**src/design/acrb_pkg.sv**
```systemverilog
// ============================================================================
// acrb_pkg
// Shared types and constants for the audio capture ring buffer.
// ============================================================================
package acrb_pkg;

    localparam int STORE_WORDS  = 65536;
    localparam int STORE_AW     = $clog2(STORE_WORDS);
    localparam int MAX_CHANNELS = 32;
    localparam int CH_W         = $clog2(MAX_CHANNELS);
    localparam int SAMPLE_BITS  = 24;
    localparam int PEAK_W       = SAMPLE_BITS - 1;
    localparam int FRAME_W      = 16;
    localparam int RING_W       = 17;
    localparam int NCH_W        = 6;
    localparam int CNT_W        = 32;
    localparam int CFG_IDX_W    = 2;
    localparam int CFG_DATA_W   = 17;

    localparam logic [CFG_IDX_W-1:0] CFG_NUM_CHANNELS  = 2'd0;
    localparam logic [CFG_IDX_W-1:0] CFG_RING_FRAMES   = 2'd1;
    localparam logic [CFG_IDX_W-1:0] CFG_RECORD_ENABLE = 2'd2;

    localparam logic [1:0] REQ_HEADER  = 2'd0;
    localparam logic [1:0] REQ_SAMPLE  = 2'd1;
    localparam logic [1:0] REQ_READ    = 2'd2;
    localparam logic [1:0] REQ_RESTART = 2'd3;

    localparam logic [PEAK_W-1:0]      PEAK_MAX     = {PEAK_W{1'b1}};
    localparam logic [SAMPLE_BITS-1:0] SAMPLE_MOST_NEG = {1'b1, {PEAK_W{1'b0}}};
    localparam logic [CNT_W-1:0]       CNT_MAX      = {CNT_W{1'b1}};

    localparam logic [NCH_W-1:0]  NCH_RESET  = 6'd2;
    localparam logic [RING_W-1:0] RING_RESET = 17'd32768;

    // frames that fit the store for 1..32 channels, indexed by channels - 1
    localparam logic [RING_W-1:0] RING_CAP [MAX_CHANNELS] = '{
        17'd65536, 17'd32768, 17'd21845, 17'd16384, 17'd13107, 17'd10922,
        17'd9362,  17'd8192,  17'd7281,  17'd6553,  17'd5957,  17'd5461,
        17'd5041,  17'd4681,  17'd4369,  17'd4096,  17'd3855,  17'd3640,
        17'd3449,  17'd3276,  17'd3120,  17'd2978,  17'd2849,  17'd2730,
        17'd2621,  17'd2520,  17'd2427,  17'd2340,  17'd2259,  17'd2184,
        17'd2114,  17'd2048
    };

    typedef struct packed {
        logic latch;
        logic calc_mod;
        logic calc_addr;
        logic mem_access;
        logic update;
        logic query;
        logic done;
    } ctrl_cmd_t;

    typedef struct packed {
        logic store_access;
    } dp_status_t;

endpackage

```
**src/design/acrb_ctrl.sv**
```systemverilog
// ============================================================================
// acrb_ctrl
// Sequencer: steps one request through address, memory, update and query.
// ============================================================================
module acrb_ctrl (
    input  logic                 clk,
    input  logic                 rst_n,
    input  logic                 start,
    input  acrb_pkg::dp_status_t status,
    output logic                 busy,
    output acrb_pkg::ctrl_cmd_t  cmd
);

    import acrb_pkg::*;

    localparam logic [2:0] ST_IDLE = 3'd0;
    localparam logic [2:0] ST_MOD  = 3'd1;
    localparam logic [2:0] ST_ADDR = 3'd2;
    localparam logic [2:0] ST_MEM  = 3'd3;
    localparam logic [2:0] ST_UPD  = 3'd4;
    localparam logic [2:0] ST_QRY  = 3'd5;
    localparam logic [2:0] ST_OUT  = 3'd6;

    logic [2:0] state_reg;
    logic [2:0] state_next;

    always_comb
    begin
        state_next = state_reg;
        cmd        = '0;
        case (state_reg)
            ST_IDLE:
            begin
                if (start)
                begin
                    cmd.latch  = 1'b1;
                    state_next = ST_MOD;
                end
            end
            ST_MOD:
            begin
                cmd.calc_mod = 1'b1;
                // headers, restarts and empty reads never touch the store
                state_next   = status.store_access ? ST_ADDR : ST_UPD;
            end
            ST_ADDR:
            begin
                cmd.calc_addr = 1'b1;
                state_next    = ST_MEM;
            end
            ST_MEM:
            begin
                cmd.mem_access = 1'b1;
                state_next     = ST_UPD;
            end
            ST_UPD:
            begin
                cmd.update = 1'b1;
                state_next = ST_QRY;
            end
            ST_QRY:
            begin
                cmd.query  = 1'b1;
                state_next = ST_OUT;
            end
            ST_OUT:
            begin
                cmd.done   = 1'b1;
                state_next = ST_IDLE;
            end
            default:
            begin
                state_next = ST_IDLE;
            end
        endcase
    end

    always_ff @(posedge clk or negedge rst_n)
    begin
        if (!rst_n)
        begin
            state_reg <= ST_IDLE;
        end
        else
        begin
            state_reg <= state_next;
        end
    end

    assign busy = (state_reg != ST_IDLE);

endmodule

```
**config.mk**
```make
export PLATFORM = sky130hd
export DESIGN_NAME = acrb_ctrl
export DESIGN_NICKNAME = d
export VERILOG_FILES = /design/src/design/acrb_pkg.sv /design/src/design/acrb_ctrl.sv
export SDC_FILE = /design/constraint.sdc
export NUM_CORES = 1
export LEC_CHECK = 0
export BUFFER_PORTS_ARGS = -buffer_cell sky130_fd_sc_hd__clkbuf_2
export CAP_MARGIN = 5
export CORE_AREA = 2 2 39 41
export CTS_CLUSTER_SIZE = 10
export DETAILED_ROUTE_END_ITERATION = 6
export DIE_AREA = 0 0 41 43
export GPL_TIMING_DRIVEN = 0
export SYNTH_ARGS = -nofsm -noshare
export SYNTH_HDL_FRONTEND = slang
export SYNTH_SLANG_ARGS = --single-unit
```
**constraint.sdc**
```tcl
create_clock -name clk -period 1.35 [get_ports clk]
set_input_delay 0.135 -clock clk [delete_from_list [all_inputs] [get_ports clk]]
set_output_delay 0.135 -clock clk [all_outputs]
set_load 0.01 [all_outputs]
```
* Word level (Yosys, flattened, before mapping)
Cells that the tools add are included.
** Word-level totals
- Flip-flop bits (word level) :: 3
- Output and inout port bits :: 8
- Word-level logic and storage cells :: 21
** Operators by class
- Equality and inequality tests :: 7
- Mux-type cells :: 11
- Reduce and logical (&&, ||, !) cells :: 2
** Operators by type and width (number)
- case mux 3 bit (6 select lines) :: 1
- == test 3 bit (second input constant) :: 3
- two-way mux 1 bit :: 8
- == test 3 x 2 -> 1 bit (second input constant) :: 2
- two-way mux 3 bit :: 2
- == test 3 x 1 -> 1 bit (second input constant) :: 1
- zero test 3 bit :: 1
- nonzero test 3 bit :: 1
- != test 2 bit (second input constant) :: 1

* Logic depth before layout (Yosys ltp)
Gate-level depths: netlist (run 1).
- Depth in word-level cells :: 2
- Gate-level depth with buffers :: 3

* Worst setup path after synthesis (run 1)
No wires, ideal clock.
- Kind :: register -> output
- Start :: register state_reg[0]
- End :: output cmd[6] in the netlist's numbering
- Arrival :: 0.999 ns
- Data required time :: 1.215 ns
- Slack :: 0.216 ns
- Cell stages (with the launch flop) :: 4
- Buffers on the path :: 1
- Path through :: dfrtp_1 > buf_6 > or3_4 > nor2_2
** RTL lines
- start, declared :: line acrb_ctrl.sv:24 : logic [2:0] state_reg;
- start signal, assigned :: line acrb_ctrl.sv:86 : state_reg <= state_next;
- end, declared :: line acrb_ctrl.sv:11 : output acrb_pkg::ctrl_cmd_t cmd

==> results.json, run 1 <==
{
  "status": "finished, final reports clean",
  "netlist-cell-type-count": 15,
  "cts_buffer_depth": 2,
  "setup_viol_count_final": 0,
  "grt.total_usage_pct": 6.85,
  "crit_chain": "or3_4 > nor2_2 > buf_2",
  "worst-r2r-cell-count": 3,
  "grt_max_degree": 11,
  "slowest_stage": "or3_4",
  "min-delay-path-class": "input port to register",
  "arrival_ps": 1210,
  "leakagePower_uw": 0.000167,
  "dp_slack_ps": 160,
  "r2r_end": "state_reg[0]$_DFFE_PN0P_",
  "tightest_slew_ps": 163,
  "ioPinCount": 12,
  "gp_congestion": 0.654,
  "grt_pass1_wl_um": 710,
  "largest_reg_flops": 3,
  "path_clk_slew_ps": 40,
  "wl_per_cell_um": 7.86,
  "num_rows": 14,
  "worstHoldPathCells": 3,
  "synth_fa_ha_area_share_pct": 0,
  "clkSinkCount": 3,
  "num_vias": 218,
  "placed_cell_area_um2": 290,
  "p_per_area_nw_per_um2": 2350,
  "clock_latency_ps": 230,
  "ant_nets": 0,
  "numCtsBuffers": 3,
  "worstSetupPathType": "register to output port",
  "drive_above_1_share_pct": 52.5,
  "period_share_pct": 99.3,
  "slew_headroom_pct": 89.0,
  "maxSlewViolCount": 0,
  "cpPeakStageDelay_ps": 390,
  "cts_max_level": 1,
  "setup_ws_ps": 9.99,
  "io_buffer_count": 11,
  "fp.dieH_um": 43,
  "skew_ps": 0.955,
  "dr.pass1.iters": 2,
  "yosysWarnings": 0,
  "fin_nets": 45,
  "synth_edf_count": 0,
  "synth-simple-area-share_pct": 47.7,
  "fin_crit_ps": 1340,
  "r2r_start": "state_reg[2]$_DFFE_PN0P_",
  "viasPerCell": 3.89,
  "avgSynthCellArea_um2": 8.97,
  "hold_start": "status",
  "cap_violations": 0,
  "dieArea_um2": 1760,
  "final_cell_area_um2": 330,
  "worst_hold_path.endpoint": "state_reg[1]$_DFFE_PN0P_",
  "reg2reg_slack_ps": 350,
  "hpwl_um": 331,
  "wl_um": 440,
  "startpoint_type": "register",
  "ys_top_cells_by_area": "dfrtp_1 35%, nor3b_1 10%, and3b_1 8.1%",
  "synth_compound_area_share_pct": 5.81,
  "cp-end-kind": "output port",
  "synth-xor-area-share_pct": 0,
  "ys_top_cells_by_count": "3 x dfrtp_1, 3 x nor3_1, 3 x nor3b_1",
  "ir_drop_mv": 0.490,
  "syn_area_um2": 215,
  "synthArstFlopShare_pct": 100,
  "rsz0062_at_grt": "yes",
  "post-synth-top-area-cell": "dfrtp_1",
  "grt-ovfl-total": 0,
  "ys_ff_latch": 3,
  "synth_top_family_by_area": "simple AND/OR/NAND/NOR gates",
  "synth_top_area_share_pct": 34.9,
  "n_antenna_cell": 0,
  "drt_iter0_drc": 2,
  "synthCells": 24,
  "cts_tree": "yes",
  "core_um2": 1380,
  "synthFlopType": "dfrtp_1",
  "start_util_pct": 15.6,
  "die_w_um": 41,
  "cts_root_buf": "clkbuf_4",
  "synth_nets": 28,
  "post-route-drc-count": 0,
  "path_max_fanout": 2,
  "hold_viol_final": 0,
  "syn_to_final_growth_pct": 53.5,
  "antenna_found_initial": 0,
  "grt_pass1_vias": 190,
  "required_ps": 1220,
  "synth-seq-area-share_pct": 34.9,
  "fmax_ghz": 0.746,
  "synthMuxAreaShare_pct": 0
}
-- critical path: cells and delay by family (launching register included) --
kind	cells	cell delay (ps)
and+or+nand+nor	2	490
DFF	1	370
buffers and inverters	1	120
-- power by group --
part,leakage (uW),switching (uW),internal [uW]
clock network,0.0000150,48.1,111
registers,0.0000365,25.3,136
logic,0.000115,236,220
-- metal layers --
layer	vias to the layer above	GRT usage (%)	routed length (um)	part of all wire (%)
li1	113	-	-	-
met1	96	5.84	167	38
met3	2	5.24	41	9.3
met5	-	0	0	0
met4	0	8.00	17	3.9
met2	7	8.75	213	48
-- placed cells by master (no fill, tap or decap) --
cell type / Yosys / layout
and2_1: 1 / 1
buf_4: 0 / 1
clkbuf_1: 0 / 1
nand2_1: 1 / 1
nor2_2: 1 / 1
and3b_1: 2 / 2
buf_2: 2 / 2
dlygate4sd3_1: 0 / 1
clkbuf_4: 0 / 4
or3_4: 1 / 1
nor3_1: 3 / 3
dfrtp_1: 3 / 3
nor2_1: 2 / 2
o21bai_1: 1 / 1
nor3b_1: 3 / 2
inv_1: 1 / 1
clkbuf_2: 0 / 10
o21ai_0: 1 / 1
nor3b_2: 1 / 2
-- layout make-up --
class                   count  area (um2)
fillers                   154        1050
multi-input cells          17         120
flip-flops and latches      3        75.1
repair buffers             13        72.6
clock buffers               4        26.3
well taps                  16        20.0
plain buffers               2        12.5
inverters                   1        3.75
-- how the worst max path moves through the flow --
stage	start	to	slack, ps	cells past startpoint
6_report	state_reg[0]$_DFFE_PN0P_	cmd[6]	10	3
5_1_grt	state_reg[0]$_DFFE_PN0P_	cmd[6]	-50	3
4_1_cts	state_reg[0]$_DFFE_PN0P_	cmd[6]	-60	4
3_5_place_dp	state_reg[0]$_DFFE_PN0P_	cmd[6]	160	4
3_3_place_gp	state_reg[0]$_DFFE_PN0P_	cmd[6]	160	4
2_1_floorplan	state_reg[0]$_DFFE_PN0P_	cmd[6]	220	3
-- kinds of logic (layout without fill, tap and decap cells) --
family,after synthesis,after routing
buffers and inverters,4,20
AO/OA/AOI/OAI,2,2
AND/OR/NAND/NOR,15,15
flip-flops,3,3
-- through the flow --
stage / hold WS (ps) / cells / TNS, ps / power (uW) / utilization [%]
floorplan: -161 / 24 / 0 / 488 / -
global placement: -67.7 / 51 / 0 / 609 / 21.0
detailed placement: -65.6 / 51 / 0 / 618 / 21.0
CTS: 211 / 57 / -63.1 / 806 / 24.1
global route: 229 / 56 / -54.1 / 851 / 23.9
finish: 211 / 56 / 0 / 776 / 23.9
-- what timing repair did --
item / 4_1_cts / 5_1_grt
setup endpoints to repair: 2 / 6
gates resized for setup: 0 / 3
pin swaps: 1 / 2
hold buffers: 1 / 0
setup buffers: 1 / 0
endpoints found under the hold margin: 3 / 0
No activity file was read; power rests on OpenSTA's default activity.
==> inputs of run 2 (changes only) <==
Settings changed: CTS_BUF_LIST from default to sky130_fd_sc_hd__clkbuf_4 sky130_fd_sc_hd__clkbuf_8.
==> run 2 against run 1 <==
  * Via count is the same
  * Flip-flop and latch count is the same
  * Cell count did not move
  * Combinational power is essentially flat
  * Maximum frequency barely moved
  * First-iteration DRC count stayed put
  * Cell area is 1.1% higher
  * Routed wire length up 0.91%
  * Critical path type unchanged
  * Largest cell class unchanged
==> results.json, run 2 (synthesis gave the netlist of run 1 again) <==
{
  "required_ps": 1220,
  "power_uw": 797,
  "fmax_ghz": 0.746,
  "fin_nets": 45,
  "fp.dieH_um": 43,
  "num_vias": 218,
  "setup_ws_ps": 9.04,
  "dp.cells": 51,
  "wl_um": 444,
  "cts_buffer_depth": 2,
  "post-route-drc-count": 0,
  "period_share_pct": 99.3,
  "crit_buf_inv": 1,
  "whs_ps": 210,
  "drt_iter0_drc": 2,
  "cts_max_level": 1,
  "cts_root_buf": "clkbuf_4",
  "cpPeakStageDelay_ps": 390,
  "cp-end-kind": "output port",
  "fin_crit_ps": 1340,
  "grt.total_usage_pct": 6.85,
  "io_buffer_count": 11,
  "grt_pass1_wl_um": 710,
  "path_max_fanout": 2,
  "antenna_found_initial": 0,
  "tightest_slew_ps": 163,
  "worstSetupPathType": "register to output port",
  "gp_congestion": 0.654,
  "largest_reg_flops": 3,
  "startpoint_type": "register",
  "ant_nets": 0,
  "min-delay-path-class": "input port to register",
  "dr.pass1.iters": 2,
  "drive_above_1_share_pct": 55.0,
  "cts_tree": "yes",
  "grt_pass1_vias": 190,
  "slowest_stage": "or3_4",
  "layout_common_cells": "10 x clkbuf_2, 5 x clkbuf_4, 3 x nor3_1, 3 x dfrtp_1",
  "start_util_pct": 15.6,
  "setup_viol_count_final": 0,
  "leakagePower_uw": 0.000170,
  "numCtsBuffers": 3,
  "skew_ps": 1.36,
  "ioPinCount": 12,
  "final_common_cell": "clkbuf_2",
  "grt-ovfl-total": 0,
  "final_cell_area_um2": 334,
  "crit_family": "simple AND/OR/NAND/NOR gates",
  "p_per_area_nw_per_um2": 2390,
  "placed_cell_area_um2": 290,
  "rsz0062_at_grt": "yes",
  "clock_latency_ps": 230,
  "n_antenna_cell": 0,
  "hold_viol_final": 0,
  "final_cells": 56,
  "syn_to_final_growth_pct": 55.2,
  "status": "finished, final reports clean",
  "cap_violations": 0,
  "hpwl_um": 331,
  "core_um2": 1380,
  "wl_per_cell_um": 7.93,
  "dieArea_um2": 1760,
  "slew_headroom_pct": 89.0,
  "die_w_um": 41,
  "ir_drop_mv": 0.490,
  "clkSinkCount": 3,
  "grt_max_degree": 11,
  "crit_chain": "or3_4 > nor2_2 > buf_2",
  "num_rows": 14,
  "dp_slack_ps": 160,
  "maxSlewViolCount": 0,
  "arrival_ps": 1210,
  "path_clk_slew_ps": 40,
  "viasPerCell": 3.89
}
==> run 2: per-stage QoR <==
stage | setup TNS (ps) | util, %
global route | -56.6 | 24.1
global placement | 0 | 21.0
CTS | -66.0 | 24.4
finish | 0 | 24.1
floorplan | 0 | -
detailed placement | 0 | 21.0
==> run 2: area by class of cell <==
cell class	instances	area, um2
clock buffers	4	30.0
repair buffers	13	72.6
flip-flops and latches	3	75.1
fillers	154	1050
multi-input cells	17	120
inverters	1	3.75
plain buffers	2	12.5
well taps	16	20.0
==> run 2: worst min-delay path: stages <==
cell and delay [ps]:
clkbuf_2 80, o21ai_0 60, o21bai_1 120
==> run 2: final timing paths <==
path / start / end / slack [ps] / cells after the start
max reg2reg: state_reg[2]$_DFFE_PN0P_ / state_reg[0]$_DFFE_PN0P_ / 350 / 3
min in group asynchronous: rst_n / state_reg[2]$_DFFE_PN0P_ / 230 / 2
max: state_reg[0]$_DFFE_PN0P_ / cmd[6] / 9 / 3
max in group asynchronous: rst_n / state_reg[0]$_DFFE_PN0P_ / 1010 / 2
min: status / state_reg[1]$_DFFE_PN0P_ / 210 / 3
min reg2reg: state_reg[0]$_DFFE_PN0P_ / state_reg[0]$_DFFE_PN0P_ / 590 / 2
==> run 2: layer usage <==
layer / global-route usage, % / vias up / wire (um)
li1: - / 113 / -
met1: 5.84 / 96 / 168
met2: 8.75 / 7 / 217
met3: 5.24 / 2 / 41
met4: 8.00 / 0 / 16
met5: 0 / - / 0
==> run 2: repair_timing <==
action / in CTS / in global routing
gates resized for setup: 0 / 3
pin swaps: 1 / 2
setup buffers: 1 / 0
hold buffers: 1 / 0
cloned: 0 / 0
setup endpoints to repair: 2 / 6
endpoints found under the hold margin: 3 / 0
==> run 2: report_power, final <==
part	total, uW	switching (uW)	leakage (uW)	internal, uW
logic	456	236	0.000115	220
registers	161	25.3	0.0000365	136
clock network	180	49.1	0.0000184	131
total	797	310	0.000170	487
==> inputs of run 3 (changes only) <==
Clock period 1.35 ns to 1.5 ns, I/O delays scaled along.
==> run 3 against run 2 <==
  * Routed wire length fell by 0.68%
  * Utilization fell by 0.27 points
  * Critical path depth rose by 1
  * Cell area fell by 1.1%
  * Hold slack improved by 13 ps
  * Cell count did not move
  * Non-clock buffer count did not move
  * Power fell by 11%
  * Die area did not move
  * Largest cell class unchanged
  * Highest routed layer unchanged
==> results.json, run 3 (synthesis gave the netlist of run 1 again) <==
{
  "status": "finished, final reports clean",
  "maxSlewViolCount": 0,
  "syn_to_final_growth_pct": 53.5,
  "worstSetupPathType": "register to output port",
  "dr.pass1.iters": 2,
  "grt_max_degree": 11,
  "startpoint": "state_reg[0]$_DFFE_PN0P_",
  "drive_above_1_share_pct": 52.5,
  "ant_nets": 0,
  "num_vias": 217,
  "cp-end-kind": "output port",
  "leakagePower_uw": 0.000168,
  "layout_common_cells": "11 x clkbuf_2, 4 x clkbuf_4, 3 x nor3b_1, 3 x nor3_1, 3 x dfrtp_1",
  "clock_latency_ps": 230,
  "gp_congestion": 0.654,
  "core_um2": 1380,
  "num_rows": 14,
  "fin_nets": 45,
  "dp.cells": 51,
  "grt.total_usage_pct": 6.75,
  "wl_um": 441,
  "grt_pass1_vias": 181,
  "skew_ps": 1.28,
  "path_clk_slew_ps": 40,
  "fp.dieH_um": 43,
  "required_ps": 1350,
  "wl_per_cell_um": 7.88,
  "min-delay-path-class": "input port to register",
  "fillers": 156,
  "grt-ovfl-total": 0,
  "numCtsBuffers": 3,
  "cts_root_buf": "clkbuf_4",
  "die_w_um": 41,
  "drt_iter0_drc": 2,
  "rsz0062_at_grt": "no",
  "cts_max_level": 1,
  "dieArea_um2": 1760,
  "start_util_pct": 15.6,
  "largest_reg_flops": 3,
  "power_uw": 712,
  "clkSinkCount": 3,
  "fin_crit_ps": 1450,
  "p_per_area_nw_per_um2": 2160,
  "ir_drop_mv": 0.382,
  "ioPinCount": 12,
  "reg2reg_slack_ps": 510,
  "cts_buffer_depth": 2,
  "r2r_start": "state_reg[2]$_DFFE_PN0P_",
  "setup_viol_count_final": 0,
  "antenna_found_initial": 0,
  "whs_ps": 224,
  "n_antenna_cell": 0,
  "hold_start": "status",
  "tightest_slew_ps": 174,
  "hold_viol_final": 0,
  "cap_violations": 0,
  "final_cells": 56,
  "final-seq-area_um2": 75.1,
  "arrival_ps": 1300,
  "cts_tree": "yes",
  "viasPerCell": 3.88,
  "post-route-drc-count": 0,
  "cts_resized": 0,
  "multi_input_area_um2": 115,
  "final_common_cell": "clkbuf_2",
  "setup-tns-final_ps": 0,
  "hpwl_um": 331,
  "period_share_pct": 96.4,
  "path_max_fanout": 10,
  "startpoint_type": "register",
  "io_buffer_count": 11,
  "fmax_ghz": 0.692,
  "fin_util_pct": 23.9,
  "grt_pass1_wl_um": 703,
  "slew_headroom_pct": 88.3
}
-- run 3: layer usage --
layer  up-vias  GRT usage (%)  wire, um
met4         0           8.00        16
li1        112              -         -
met5         -              0         0
met3         2           5.24        41
met1        96           6.17       175
met2         7           8.13       208
-- run 3: timing repair --
item                                   in CTS  in global routing
hold buffers                                1                  0
endpoints found under the hold margin       3                  0
buffers inserted                            0                  0
-- run 3: report_power, final --
| part | internal, uW | leakage [uW] | total [uW] | switching (uW) |
|---|---|---|---|---|
| Combinational | 195 | 0.000113 | 407 | 212 |
| Clock | 118 | 0.0000184 | 162 | 44.3 |
| Sequential | 122 | 0.0000365 | 143 | 20.9 |
| Total | 435 | 0.000168 | 712 | 278 |
-- run 3: critical path, cell delays in order, from the launching register on --
cell and delay [ps]:
dfrtp_1 360, buf_6 130, or3_4 370, nor2_2 80, clkbuf_2 130
-- run 3: worst paths after layout --
check | cells past startpoint | end
hold reg to reg | 2 | state_reg[0]$_DFFE_PN0P_
min in group asynchronous | 2 | state_reg[2]$_DFFE_PN0P_
setup reg to reg | 3 | state_reg[0]$_DFFE_PN0P_
setup / recovery | 4 | cmd[6]
max in group asynchronous | 2 | state_reg[0]$_DFFE_PN0P_
hold / removal | 3 | state_reg[1]$_DFFE_PN0P_
-- run 3: per-stage QoR --
| step | instance area (um2) | setup WS, ps |
|---|---|---|
| 4_1_cts | 330 | 39.8 |
| 3_5_place_dp | 290 | 295 |
| 3_3_place_gp | 290 | 297 |
| 5_1_grt | 330 | 7.88 |
| 6_report | 330 | 54.2 |
| 2_1_floorplan | 215 | 351 |
-- run 3: area by class of cell --
type	count	share of cell area, %
Timing Repair Buffer	12	19.7
Sequential cell	3	22.7
Clock buffer	4	9.09
Inverter	1	1.14
Buffer	3	6.44
Tap cell	16	6.06
Multi-Input combinational cell	17	34.8
